File: src/sv/pn3_pkg.sv
package pn3_pkg;

    typedef struct packed {
        logic               mode;
        logic signed [31:0] coord_x;
        logic signed [31:0] coord_y;
        logic signed [31:0] coord_z;
        logic [7:0]         load_index;
        logic [7:0]         load_value;
    } t_in_beat;

    typedef struct packed {
        logic signed [17:0] noise_raw;
        logic [16:0]        noise_normalized;
    } t_out_beat;

    typedef enum logic [3:0] {
        ST_IDLE,
        ST_FADE,
        ST_HASH_ADDR,
        ST_HASH_WAIT,
        ST_HASH_DATA,
        ST_GRAD,
        ST_LERP,
        ST_CLAMP,
        ST_DIV,
        ST_OUT
    } t_state;

    // Fade micro-op steps (per axis)
    typedef enum logic [2:0] {
        FD_FF,
        FD_FFF,
        FD_F15,
        FD_P,
        FD_FADE
    } t_fade_step;

    localparam logic LOAD_MODE  = 1'b0;
    localparam logic NOISE_MODE = 1'b1;

    localparam int GridPeriod = 256;
    localparam int RawMax = 131071;
    localparam int RawMin = -131072;
    localparam int OneQ16 = 65536;

    function automatic logic signed [18:0] grad_q16(
        input logic [3:0]         h,
        input logic signed [17:0] x,
        input logic signed [17:0] y,
        input logic signed [17:0] z
    );
        logic signed [17:0] u;
        logic signed [17:0] v;
        logic signed [18:0] su;
        logic signed [18:0] sv;
        u = (h < 4'd8) ? x : y;
        v = (h < 4'd4) ? y : ((h == 4'd12 || h == 4'd14) ? x : z);
        su = h[0] ? -19'(u) : 19'(u);
        sv = h[1] ? -19'(v) : 19'(v);
        return su + sv;
    endfunction

endpackage

File: src/sv/perlin_noise_3d.sv
// Perlin 3D noise with a 256-entry permutation table and running min/max normalizer.
// Load beat (mode 0): one table write, no result beat.
// Noise beat (mode 1): after accept, the fade multiplies for each axis, then
// 8 corners x (3 dependent table reads + 1 gradient step), 7 lerps, a range
// update, a 17-step divide and an output load. Next beat is taken once the result leaves the output.
// Reset (synchronous, i_rst_n low): state to idle, min to 0, max to 1.0; table not cleared.
module perlin_noise_3d (
    input  logic              i_clk,
    input  logic              i_rst_n,
    input  logic              i_in_valid,
    output logic              o_in_stall,
    input  pn3_pkg::t_in_beat i_in_data,
    output logic              o_out_valid,
    input  logic              i_out_stall,
    output pn3_pkg::t_out_beat o_out_data
);
    import pn3_pkg::*;

    localparam int IdxW = $clog2(GridPeriod);

    // Permutation table memory, registered read
    logic [7:0]      r_perm [GridPeriod];
    logic [IdxW-1:0] r_rd_addr;
    logic [7:0]      r_rd_data;

    t_state     r_state, n_state;
    logic [1:0] r_axis;        // axis for fade, hash level
    t_fade_step r_fstep;
    logic [2:0] r_corner;      // corner index: bit0=x, bit1=y, bit2=z
    logic [2:0] r_lstep;       // lerp step 0..6
    logic [4:0] r_dcnt;

    logic [15:0] r_frac [3];
    logic [7:0]  r_cell [3];
    logic [15:0] r_fade [3];   // fade fits in 17 bits only at f=1.0, which cannot occur
    logic [33:0] r_acc;        // fade scratch product
    logic [15:0] r_t3;
    logic [35:0] r_p;
    logic [7:0]  r_hv;         // running hash value
    logic signed [18:0] r_g [8];
    logic signed [17:0] r_raw;
    logic signed [17:0] r_min, r_max;
    logic [33:0] r_num;
    logic [18:0] r_den;
    logic [16:0] r_quo;
    logic [34:0] r_rem;
    t_out_beat   r_out;
    logic        r_out_valid;

    logic in_acc;
    assign o_in_stall  = (r_state != ST_IDLE) || r_out_valid;
    assign in_acc      = i_in_valid && !o_in_stall;
    assign o_out_valid = r_out_valid;
    assign o_out_data  = r_out;

    // Shared multiplier: 35 x 21 signed operands picked by the sequencer
    logic signed [34:0] mul_a;
    logic signed [20:0] mul_b;
    logic signed [55:0] mul_p;
    assign mul_p = mul_a * mul_b;

    // Absolute value with saturation
    function automatic logic [30:0] abs_sat(input logic signed [31:0] c);
        logic [31:0] m;
        m = c[31] ? (32'd0 - c) : c;
        return (m[31]) ? 31'h7FFFFFFF : m[30:0];
    endfunction

    // Lerp operand indexes: steps 0..3 pair x, 4..5 pair y, 6 z
    logic [2:0] la, lb;
    logic [15:0] lt;
    always_comb begin
        case (r_lstep)
            3'd0: begin la = 3'd0; lb = 3'd1; lt = r_fade[0]; end
            3'd1: begin la = 3'd2; lb = 3'd3; lt = r_fade[0]; end
            3'd2: begin la = 3'd4; lb = 3'd5; lt = r_fade[0]; end
            3'd3: begin la = 3'd6; lb = 3'd7; lt = r_fade[0]; end
            3'd4: begin la = 3'd0; lb = 3'd2; lt = r_fade[1]; end
            3'd5: begin la = 3'd4; lb = 3'd6; lt = r_fade[1]; end
            default: begin la = 3'd0; lb = 3'd4; lt = r_fade[2]; end
        endcase
    end

    logic [15:0] ff;
    assign ff = r_frac[r_axis];

    always_comb begin
        mul_a = '0;
        mul_b = '0;
        if (r_state == ST_FADE) begin
            case (r_fstep)
                FD_FF:   begin mul_a = 35'(ff); mul_b = 21'(ff); end
                FD_FFF:  begin mul_a = 35'(r_acc); mul_b = 21'(ff); end
                FD_F15:  begin mul_a = 35'(ff); mul_b = 21'sd15; end
                FD_P:    begin mul_a = 35'(r_p); mul_b = 21'sd6; end
                default: begin mul_a = 35'(r_t3); mul_b = 21'(r_p[35:16]); end
            endcase
        end else begin
            mul_a = 35'(lt);
            mul_b = 21'(r_g[lb] - r_g[la]);
        end
    end

    // Corner hash lookup index
    logic [7:0] hidx;
    always_comb begin
        case (r_axis)
            2'd0:    hidx = r_cell[0] + 8'(r_corner[0]);
            2'd1:    hidx = r_hv + r_cell[1] + 8'(r_corner[1]);
            default: hidx = r_hv + r_cell[2] + 8'(r_corner[2]);
        endcase
    end

    logic signed [17:0] gx, gy, gz;
    assign gx = 18'(r_frac[0]) - (r_corner[0] ? 18'sd65536 : 18'sd0);
    assign gy = 18'(r_frac[1]) - (r_corner[1] ? 18'sd65536 : 18'sd0);
    assign gz = 18'(r_frac[2]) - (r_corner[2] ? 18'sd65536 : 18'sd0);

    logic signed [39:0] lerp_sh;
    assign lerp_sh = 40'(mul_p) >>> 16;

    // Divide step: restoring, one quotient bit per cycle
    logic [34:0] rem_sh;
    logic [34:0] rem_sub;
    assign rem_sh  = {r_rem[33:0], r_num[33]};
    assign rem_sub = rem_sh - 35'(r_den);

    always_comb begin
        n_state = r_state;
        unique case (r_state)
            ST_IDLE:      if (in_acc && i_in_data.mode == NOISE_MODE) n_state = ST_FADE;
            ST_FADE:      if (r_fstep == FD_FADE && r_axis == 2'd2) n_state = ST_HASH_ADDR;
            ST_HASH_ADDR: n_state = ST_HASH_WAIT;
            ST_HASH_WAIT: n_state = ST_HASH_DATA;
            ST_HASH_DATA: n_state = (r_axis == 2'd2) ? ST_GRAD : ST_HASH_ADDR;
            ST_GRAD:      n_state = (r_corner == 3'd7) ? ST_LERP : ST_HASH_ADDR;
            ST_LERP:      if (r_lstep == 3'd6) n_state = ST_CLAMP;
            ST_CLAMP:     n_state = ST_DIV;
            ST_DIV:       if (r_dcnt == 5'd16) n_state = ST_OUT;
            ST_OUT:       n_state = ST_IDLE;
            default:      n_state = ST_IDLE;
        endcase
    end

    always_ff @(posedge i_clk) begin
        if (!i_rst_n) begin
            r_state     <= ST_IDLE;
            r_out_valid <= 1'b0;
            r_min       <= '0;
            r_max       <= 18'sd65536;
            r_axis      <= '0;
            r_fstep     <= FD_FF;
            r_corner    <= '0;
            r_lstep     <= '0;
            r_dcnt      <= '0;
        end else begin
            r_state <= n_state;
            if (r_out_valid && !i_out_stall) r_out_valid <= 1'b0;
            unique case (r_state)
                ST_IDLE: begin
                    r_axis  <= '0;
                    r_fstep <= FD_FF;
                    r_corner <= '0;
                    r_lstep <= '0;
                    r_dcnt  <= '0;
                end
                ST_FADE: begin
                    if (r_fstep == FD_FADE) begin
                        r_fstep <= FD_FF;
                        r_axis  <= (r_axis == 2'd2) ? 2'd0 : r_axis + 2'd1;
                    end else begin
                        r_fstep <= t_fade_step'(r_fstep + 3'd1);
                    end
                end
                ST_HASH_DATA: r_axis <= (r_axis == 2'd2) ? 2'd0 : r_axis + 2'd1;
                ST_GRAD:      r_corner <= r_corner + 3'd1;
                ST_LERP:      r_lstep <= r_lstep + 3'd1;
                ST_DIV:       r_dcnt <= r_dcnt + 5'd1;
                ST_CLAMP: begin
                    if (r_raw < r_min) r_min <= r_raw;
                    if (r_raw > r_max) r_max <= r_raw;
                end
                ST_OUT: r_out_valid <= 1'b1;
                default: ;
            endcase
        end
    end

    // Datapath, no reset needed
    always_ff @(posedge i_clk) begin
        if (in_acc && i_in_data.mode == LOAD_MODE) begin
            r_perm[i_in_data.load_index[IdxW-1:0]] <= i_in_data.load_value;
        end
        r_rd_data <= r_perm[r_rd_addr];
        unique case (r_state)
            ST_IDLE: begin
                if (in_acc) begin
                    logic [30:0] ax, ay, az;
                    ax = abs_sat(i_in_data.coord_x);
                    ay = abs_sat(i_in_data.coord_y);
                    az = abs_sat(i_in_data.coord_z);
                    r_frac[0] <= ax[15:0]; r_cell[0] <= ax[23:16];
                    r_frac[1] <= ay[15:0]; r_cell[1] <= ay[23:16];
                    r_frac[2] <= az[15:0]; r_cell[2] <= az[23:16];
                end
            end
            ST_FADE: begin
                case (r_fstep)
                    FD_FF:  r_acc <= 34'(mul_p);
                    // t3 = f^3 >> 32; keep f^2 for p in r_p
                    FD_FFF: begin
                        r_t3 <= 16'(mul_p >>> 32);
                        r_p  <= 36'(r_acc);
                    end
                    FD_F15: r_acc <= 34'(mul_p);
                    FD_P: begin
                        // p = 10<<32 + 6 f^2 - 15 f <<16
                        r_p <= (36'd10 << 32) + 36'(mul_p) - (36'(r_acc) << 16);
                    end
                    default: r_fade[r_axis] <= 16'(mul_p >>> 16);
                endcase
            end
            ST_HASH_ADDR: r_rd_addr <= IdxW'(hidx);
            ST_HASH_DATA: r_hv <= r_rd_data;
            ST_GRAD: r_g[r_corner] <= grad_q16(r_hv[3:0], gx, gy, gz);
            ST_LERP: begin
                if (r_lstep == 3'd6) begin
                    logic signed [39:0] rv;
                    rv = 40'(r_g[la]) + lerp_sh;
                    if (rv > 40'sd131071) r_raw <= 18'sd131071;
                    else if (rv < -40'sd131072) r_raw <= -18'sd131072;
                    else r_raw <= 18'(rv);
                end else begin
                    r_g[la] <= 19'(40'(r_g[la]) + lerp_sh);
                end
            end
            ST_CLAMP: begin
                logic signed [17:0] mn, mx;
                logic [17:0]        diff;
                mn = (r_raw < r_min) ? r_raw : r_min;
                mx = (r_raw > r_max) ? r_raw : r_max;
                diff = 18'(r_raw - mn);
                // Quotient fits 17 bits: preload the top 17 dividend bits
                r_rem <= 35'(diff[17:1]);
                r_num <= {diff[0], 33'd0};
                r_den <= 19'(20'(mx) - 20'(mn));
                r_quo <= '0;
            end
            ST_DIV: begin
                r_num <= {r_num[32:0], 1'b0};
                if (!rem_sub[34]) begin
                    r_rem <= rem_sub;
                    r_quo <= {r_quo[15:0], 1'b1};
                end else begin
                    r_rem <= rem_sh;
                    r_quo <= {r_quo[15:0], 1'b0};
                end
            end
            ST_OUT: begin
                r_out.noise_raw        <= r_raw;
                r_out.noise_normalized <= r_quo;
            end
            default: ;
        endcase
    end

    // Running range always spans at least 1.0; the check also accepts a range that straddles zero
    a_range: assert property (@(posedge i_clk) disable iff (!i_rst_n)
        (r_max - r_min) >= 18'sd65536 || (r_max > 18'sd0 && r_min < 18'sd0))
        else $error("min/max span shrank");
    a_busy: assert property (@(posedge i_clk) disable iff (!i_rst_n)
        (r_state != ST_IDLE) |-> o_in_stall)
        else $error("accepted beat while busy");
    a_out: assert property (@(posedge i_clk) disable iff (!i_rst_n)
        (r_state == ST_OUT) |=> o_out_valid)
        else $error("result lost");
    a_norm: assert property (@(posedge i_clk) disable iff (!i_rst_n)
        o_out_valid |-> o_out_data.noise_normalized <= 17'd65536)
        else $error("normalized value over 1.0");

endmodule
File: config.mk
export PLATFORM = sky130hd
export DESIGN_NAME = perlin_noise_3d
export DESIGN_NICKNAME = d
export VERILOG_FILES = /design/src/sv/pn3_pkg.sv /design/src/sv/perlin_noise_3d.sv
export SDC_FILE = /design/constraint.sdc
export NUM_CORES = 2
export LEC_CHECK = 0
export BUFFER_PORTS_ARGS = -buffer_cell sky130_fd_sc_hd__buf_2
export CAP_MARGIN = 25
export CORE_MARGIN = 2
export CORE_UTILIZATION = 45
export DETAILED_ROUTE_END_ITERATION = 8
export SLEW_MARGIN = 20
export SYNTH_ARGS = -nofsm -noshare
export SYNTH_HDL_FRONTEND = slang
export SYNTH_SLANG_ARGS = --single-unit
File: constraint.sdc
create_clock -name i_clk -period 12.39 [get_ports i_clk]
set_clock_uncertainty 0.1 [all_clocks]
set_input_delay 2.478 -clock i_clk [delete_from_list [all_inputs] [get_ports i_clk]]
set_output_delay 2.478 -clock i_clk [all_outputs]
set_load 0.02 [all_outputs]
# ---- Yosys cells after proc, flatten, opt, wreduce, memory -nomap -nowiden
# Memory sizes are Yosys's and may differ from the RTL's. A register that Yosys moved wholly into a read port is not among the register bits.
# Cells that the tools add are included.
dict set report classes {
  n_addsub 26
  mul 1
  n_lt_le_gt_ge 6
  n_eq_ne 30
  n_mux 66
  bitwise_logic 1
  n_reduce_logical 35
}
# op n
set ops {}
lappend ops {{one-hot mux 34 bit (2 select lines)} 2}
lappend ops {{two-way mux 18 bit} 6}
lappend ops {{one-hot mux 35 bit (3 select lines)} 1}
lappend ops {{two-way mux 32 bit} 3}
lappend ops {{subtractor 1 x 32 -> 32 bit (first input constant)} 3}
lappend ops {{two-way mux 24 bit} 3}
lappend ops {{one-hot mux 36 bit (2 select lines)} 1}
lappend ops {{one-hot mux 20 bit (3 select lines)} 1}
lappend ops {{two-way mux 19 bit} 3}
lappend ops {{subtractor 16 x 17 -> 18 bit} 3}
lappend ops {{two-way mux 17 bit} 3}
lappend ops {{multiplier 35 x 21 -> 48 bit} 1}
lappend ops {{greater-than comparator 40 x 18 -> 1 bit (second input constant)} 1}
lappend ops {{< comparator 40 x 18 -> 1 bit (second input constant)} 1}
lappend ops {{negator 18 -> 19 bit} 2}
lappend ops {{adder 36 bit (first input constant)} 1}
lappend ops {{one-hot mux 4 bit (9 select lines)} 1}
lappend ops {{subtractor 36 bit} 1}
lappend ops {{two-way mux 35 bit} 1}
lappend ops {{subtractor 35 x 19 -> 35 bit} 1}
lappend ops {{two-way mux 34 bit} 1}
lappend ops {{one-hot mux 17 bit (2 select lines)} 1}
lappend ops {{one-hot mux 16 bit (2 select lines)} 1}
lappend ops {{adder 19 x 24 -> 25 bit} 1}
lappend ops {{51 further kinds} 122}
dict set report totals {
  register_bits 316
  mem_bits_rw 2320
  output_inout_bits 37
  elab_cells 191
  memories 5
}
# name words word_bits rd rd_clocked_by_memory_dff write_ports line
set memory_table {}
lappend memory_table {r_perm 256 8 1 1 1 perlin_noise_3d.sv:22} ;# logic [7:0] r_perm [GridPeriod];
lappend memory_table {r_g 8 19 2 0 1 perlin_noise_3d.sv:40} ;# logic signed [18:0] r_g [8];
lappend memory_table {r_fade 3 16 3 0 1 perlin_noise_3d.sv:35} ;# logic [15:0] r_fade [3];
lappend memory_table {r_frac 3 16 4 1 3 perlin_noise_3d.sv:33} ;# logic [15:0] r_frac [3];
lappend memory_table {r_cell 3 8 3 0 3 perlin_noise_3d.sv:34} ;# logic [7:0] r_cell [3];

# ---- Longest topological paths before layout
# An unclocked memory read counts as a cell.
dict set report depth {
  word_depth 10
  mapped_depth 60
  depth_no_buf 54
}

# ---- Least setup slack after synthesis
# Ideal clock, no wire load.
dict set report synth_timing {
  kind {register to register}
  startpoint {reg r_lstep[0]}
  endpoint {reg r_raw[10], data pin}
  arrival_time_ns 12.649
  slack_ns -0.629
  path_stages_with_launch 58
  n_path_buf 8
  cell_sequence {dfxtp_1 -> inv_1 -> ha_1 -> nor3_1 -> nor2_1 -> or2_2 -> clkbuf_1 -> clkbuf_1 -> clkbuf_1 -> clkbuf_1 -> nand3_1 -> nand3_1 -> o21ai_0 -> ha_1 -> o21ai_0 -> a21oi_1 -> o31a_1 -> o211a_1 -> [22 not listed] -> o21ai_0 -> o21ai_0 -> nand2b_1 -> a311oi_1 -> o21bai_1 -> a21oi_1 -> xnor2_1 -> ha_1 -> or4_1 -> o21ai_0 -> inv_1 -> a211oi_1 -> o21a_1 -> xnor2_1 -> or4_1 -> o41ai_2 -> clkbuf_1 -> o21ai_0}
}
dict set report synth_via {
  elab_chain_len 10
}
# item line
set synth_lines {}
lappend synth_lines {{start: declaration} perlin_noise_3d.sv:30} ;# logic [2:0] r_lstep;
lappend synth_lines {{start signal: assignment} perlin_noise_3d.sv:177} ;# ST_LERP: r_lstep <= r_lstep + 3'd1;
lappend synth_lines {{== test 3 bit / == test 3 x 2 -> 1 bit (equally long branches)} perlin_noise_3d.sv:73} ;# case (r_lstep)
lappend synth_lines {{OR reduction 2 bit (no source line)} n/a}
lappend synth_lines {{one-hot mux 3 bit (3 select lines)} perlin_noise_3d.sv:73}
lappend synth_lines {{memory (8 x 19 bit)} n/a}
lappend synth_lines {{subtractor 19 x 19 -> 20 bit} perlin_noise_3d.sv:100} ;# mul_b = 21'(r_g[lb] - r_g[la]);
lappend synth_lines {{two-way mux 21 bit} perlin_noise_3d.sv:90} ;# if (r_state == ST_FADE) begin
lappend synth_lines {{multiplier 35 x 21 -> 48 bit (*)} perlin_noise_3d.sv:60} ;# assign mul_p = mul_a * mul_b;
lappend synth_lines {{net mul_p[24]} perlin_noise_3d.sv:59} ;# logic signed [55:0] mul_p;
lappend synth_lines {{adder 19 x 24 -> 25 bit (*)} n/a}
lappend synth_lines {{< comparator 40 x 18 -> 1 bit} perlin_noise_3d.sv:231} ;# else if (rv < -40'sd131072) r_raw <= -18'sd131072;
lappend synth_lines {{two-way mux 18 bit} perlin_noise_3d.sv:231}
lappend synth_lines {{end signal: assignment} perlin_noise_3d.sv:231}
lappend synth_lines {{end signal: assignment} perlin_noise_3d.sv:232} ;# else r_raw <= 18'(rv);
lappend synth_lines {{end: declaration} perlin_noise_3d.sv:41} ;# logic signed [17:0] r_raw;
# Mark *: on every way through the listed nets, which the timed path passes. The rest lies on a longest branch.
# A chain may end at the register's enable or synchronous reset.

# ---- Worst setup path in the final report
dict set report layout_timing {
  startpoint {reg r_lstep[1]}
  endpoint {reg r_raw[5], data pin}
}
# The elaborated chain is that of the path after synthesis.

==> Implementation_results.wiki <==
{| class="wikitable"
! Metric !! Value
|-
| Residual DRC || 0
|-
| Via count || 82519
|-
| Critical Path Fanout Max || 9
|-
| Number of buffers added by the clock tree synthesis step || between 200 and 300
|-
| CTS Sinks || 2613
|-
| HPWL after detailed placement || 270000 um
|-
| Category of the critical setup timing path || reg2reg
|-
| Crit Reg-Reg Endpoint || r_raw[5]$_SDFFCE_PN1P_
|-
| Mapped cell area || between 100000 and 150000 sq um
|-
| Final worst path period need || ~12 ns
|-
| Global route overflow || 0
|-
| Total Routed Length || 384000 um
|-
| Sort of element at the end of the critical path || flop
|-
| Seq/Total Area, Yosys || a little under three fifths
|-
| Post-synth EDFFs || 2546
|-
| Routed len/inst || 26.9 um
|-
| Initial Utilization || 45.2%
|-
| Hold Path Cell Cnt || 0
|-
| Worst-case setup margin in the final layout || -0.0260 ns
|-
| DRT antenna net count || 0
|-
| Top cells by area in the synthesized netlist || sky130_fd_sc_hd__edfxtp_1 56%, sky130_fd_sc_hd__mux4_2 12%, sky130_fd_sc_hd__fa_1 9.6%
|-
| Final GP Congestion || 0.951
|-
| Largest area contributor in the netlist || sky130_fd_sc_hd__edfxtp_1
|-
| Clock slew at reported path FFs || approximately 0.060 ns
|-
| RR Startpoint || r_lstep[1]$_SDFFE_PN0P_
|-
| I/O pins || 154
|-
| Net count after synthesis || 10550
|-
| Yosys warning total || 0
|-
| Max frequency || slightly above 80 MHz
|-
| Actual slew at the worst max-slew pin || 1.15 ns
|-
| Cell depth of the worst flop-to-flop path || 51
|-
| Vertical die dimension || 555 um
|-
| Fraction of registers with async set or reset after synthesis || 0%
|-
| Final count of negative-setup-slack endpoints || 6
|-
| Hold Path Class || reg2reg
|-
| Mean instance size in the synthesized netlist || between 10 and 15 sq um
|-
| Clock H-tree levels || 5
|-
| Final net count || around 11000
|-
| Global routing usage summed across all routing layers || roughly a quarter
|-
| DIE AREA || 308000 sq um
|-
| Cell area after placement || 146000 sq um
|-
| End point of the worst hold path || r_hv[4]$_DFFE_PN_
|-
| Number of input and output port buffers inserted || 153
|-
| Bufs on Longest Clock Path || 4
|-
| CP max stage cell || sky130_fd_sc_hd__fa_1
|-
| Violation count after the first detailed-route iteration || 8473
|-
| Placeable Area || 303000 sq um
|-
| Largest net degree at the start of global routing || 165
|-
| Violated checks || setup timing
|-
| Data required time of the worst path || 12.84 ns
|-
| Biggest cell delay along the critical path || 0.53 ns
|-
| Global-route wire length before repair || 565000 um
|-
| Number of vias per cell || 5.77
|-
| Cell area after layout || 157000 sq um
|-
| Number of max-cap violations || 0
|-
| Synth cell types || 81
|-
| Critical path launch point type || flop
|-
| Horizontal extent of the die || 555 um
|-
| Startpoint of the lowest-slack hold path || r_rd_data[4]$_DFF_P_
|-
| Crit-path most repeated cell || sky130_fd_sc_hd__fa_1
|-
| Ratio of final minimum period to clock period || 100%
|-
| Clock root cell || sky130_fd_sc_hd__clkbuf_16
|-
| Hold bufs inserted after CTS || 0
|-
| Proportion of netlist area held by the largest area contributor || 55.9%
|-
| Setup slack of the most critical reg-to-reg path || -0.03 ns
|-
| Register bit total from synthesis || ~2600
|-
| RSZ-0062 raised after global routing || yes
|-
| Via count of the first global-routing pass || 84605
|-
| Post-Syn Instances || 9416
|-
| Standard-cell row count || between 200 and 250
|-
| Hold violation total from the final report || 0
|-
| Slew margin rel. || 23.4%
|-
| Worst Path Arrival || about 13 ns
|-
| Run status || finished with violations
|-
| Most used flip-flop cell after synthesis || sky130_fd_sc_hd__edfxtp_1
|-
| Count of TritonRoute iterations in the first routing pass || 6
|-
| Layout cell share with drive strength beyond 1 || 21.8%
|-
| Clock tree from TritonCTS || done
|-
| Source-to-sink clock delay at the later pin of the worst-skew pair || between 0.8 and 0.9 ns
|-
| Synth-to-Final Area Change || 15.2%
|-
| Final Slew Violations || 0
|-
| Number of antenna violations at the first check in global routing || 16
|}
cell families after synthesis:
group | after synthesis | synth area share, %
fa+ha+maj | 1017 | 12.9
buf+inv | 1436 | 3.96
mux | 813 | 12.4
flops | 2613 | 56.9
simple gates | 2254 | 7.25
compound gates | 990 | 4.72
xor+xnor | 293 | 1.88
through the flow:
stage	instances	utilization [%]	setup slack [ns]	setup TNS, ns	hold WS (ns)
after floorplan	9416	-	0.00976	0	0.286
after global placement	13732	48.4	-0.670	-19.00	0.291
after detailed placement	13734	48.4	-0.724	-20.15	0.294
after CTS	14261	51.8	0.00157	0	0.311
after global routing	14287	52.0	-0.420	-7.15	0.314
final	14291	52.0	-0.0260	-0.100	0.306
final cells by class:
cell class	instances	area (sq um)
fill	24817	145000
sequential	2613	77800
multi-input combinational	5367	54900
timing repair buffer	859	6870
inverter	967	3640
clock inverter	164	1820
tap	3978	4980
clock buffer	335	7300
antenna	8	20.0
what timing repair did:
action | CTS | global route
resized for setup | 157 | 93
setup endpoints to repair | 90 | 71
setup buffers | 27 | 16
gates cloned | 2 | 1
pin swaps | 57 | 54
synthesized netlist by cell type (all sizes together) (56+ instances only):
cell and number:
mux4 699, inv 966, o21ai 250, xor2 135
a211oi 62, a21o 76, nand2b 56, nor2 523
buf 85, fa 652, nand2 1060, mux2i 78
xnor2 158, and2 79, clkbuf 384, nor3 96
nor2b 64, dfxtp 67, a21oi 242, nand3 178
ha 365, edfxtp 2546
worst max path at each step:
stage	end	from	slack, ns	cells after the start
2_1_floorplan	r_raw[10]$_SDFFCE_PN1P_	r_lstep[0]$_SDFFE_PN0P_	0.01	55
3_3_place_gp	r_raw[5]$_SDFFCE_PN1P_	r_lstep[1]$_SDFFE_PN0P_	-0.67	52
3_5_place_dp	r_raw[4]$_SDFFCE_PN1P_	r_lstep[0]$_SDFFE_PN0P_	-0.72	51
4_1_cts	r_raw[12]$_SDFFCE_PN1P_	r_lstep[0]$_SDFFE_PN0P_	0.002	53
5_1_grt	r_raw[8]$_SDFFCE_PN1P_	r_lstep[1]$_SDFFE_PN0P_	-0.42	55
6_report	r_raw[5]$_SDFFCE_PN1P_	r_lstep[1]$_SDFFE_PN0P_	-0.03	51
worst max-delay path, delay by kind of cell, from the launching register on:
family / cells / cell delay (ns)
multiplexers: 1 / 0.33
AND/OR/NAND/NOR: 7 / 1.37
XOR/XNOR: 2 / 0.32
buffers and inverters: 14 / 1.86
adder cells (fa/ha/maj): 12 / 4.62
flip-flops: 1 / 0.36
AO/OA/AOI/OAI: 15 / 3.18
routing by layer:
metal	track usage, %	routed length [um]
met5	0	96
met4	9.14	16500
met3	3.53	24200
met2	41.5	190000
met1	33.0	154000
state kept, by name, summed over array words and instances, names as in the netlist, 24 cells and up, named ones only:
register / cells
o_out_data: 35
r_acc: 34
r_cell: 24
r_fade: 48
r_frac: 48
r_g: 152
r_p: 36
r_perm: 2048
r_rem: 34
placed cells by master, fill, tap and decap left out, drive strengths merged, types with 44 or more instances in the layout:
cell	n
edfxtp	2546
nand2	1060
inv	977
buf	853
mux4	699
fa	652
nor2	523
ha	365
clkbuf	341
o21ai	250
a21oi	242
nand3	178
xnor2	158
xor2	135
clkinv	115
nor3	96
and2	79
mux2i	78
a21o	76
dfxtp	67
nor2b	64
a211oi	62
nand2b	56
o21a	44
or3	44
Power is left out: the tool's default activity adds up to more than one toggle a clock period on the data nets, which glitch-free logic cannot reach.
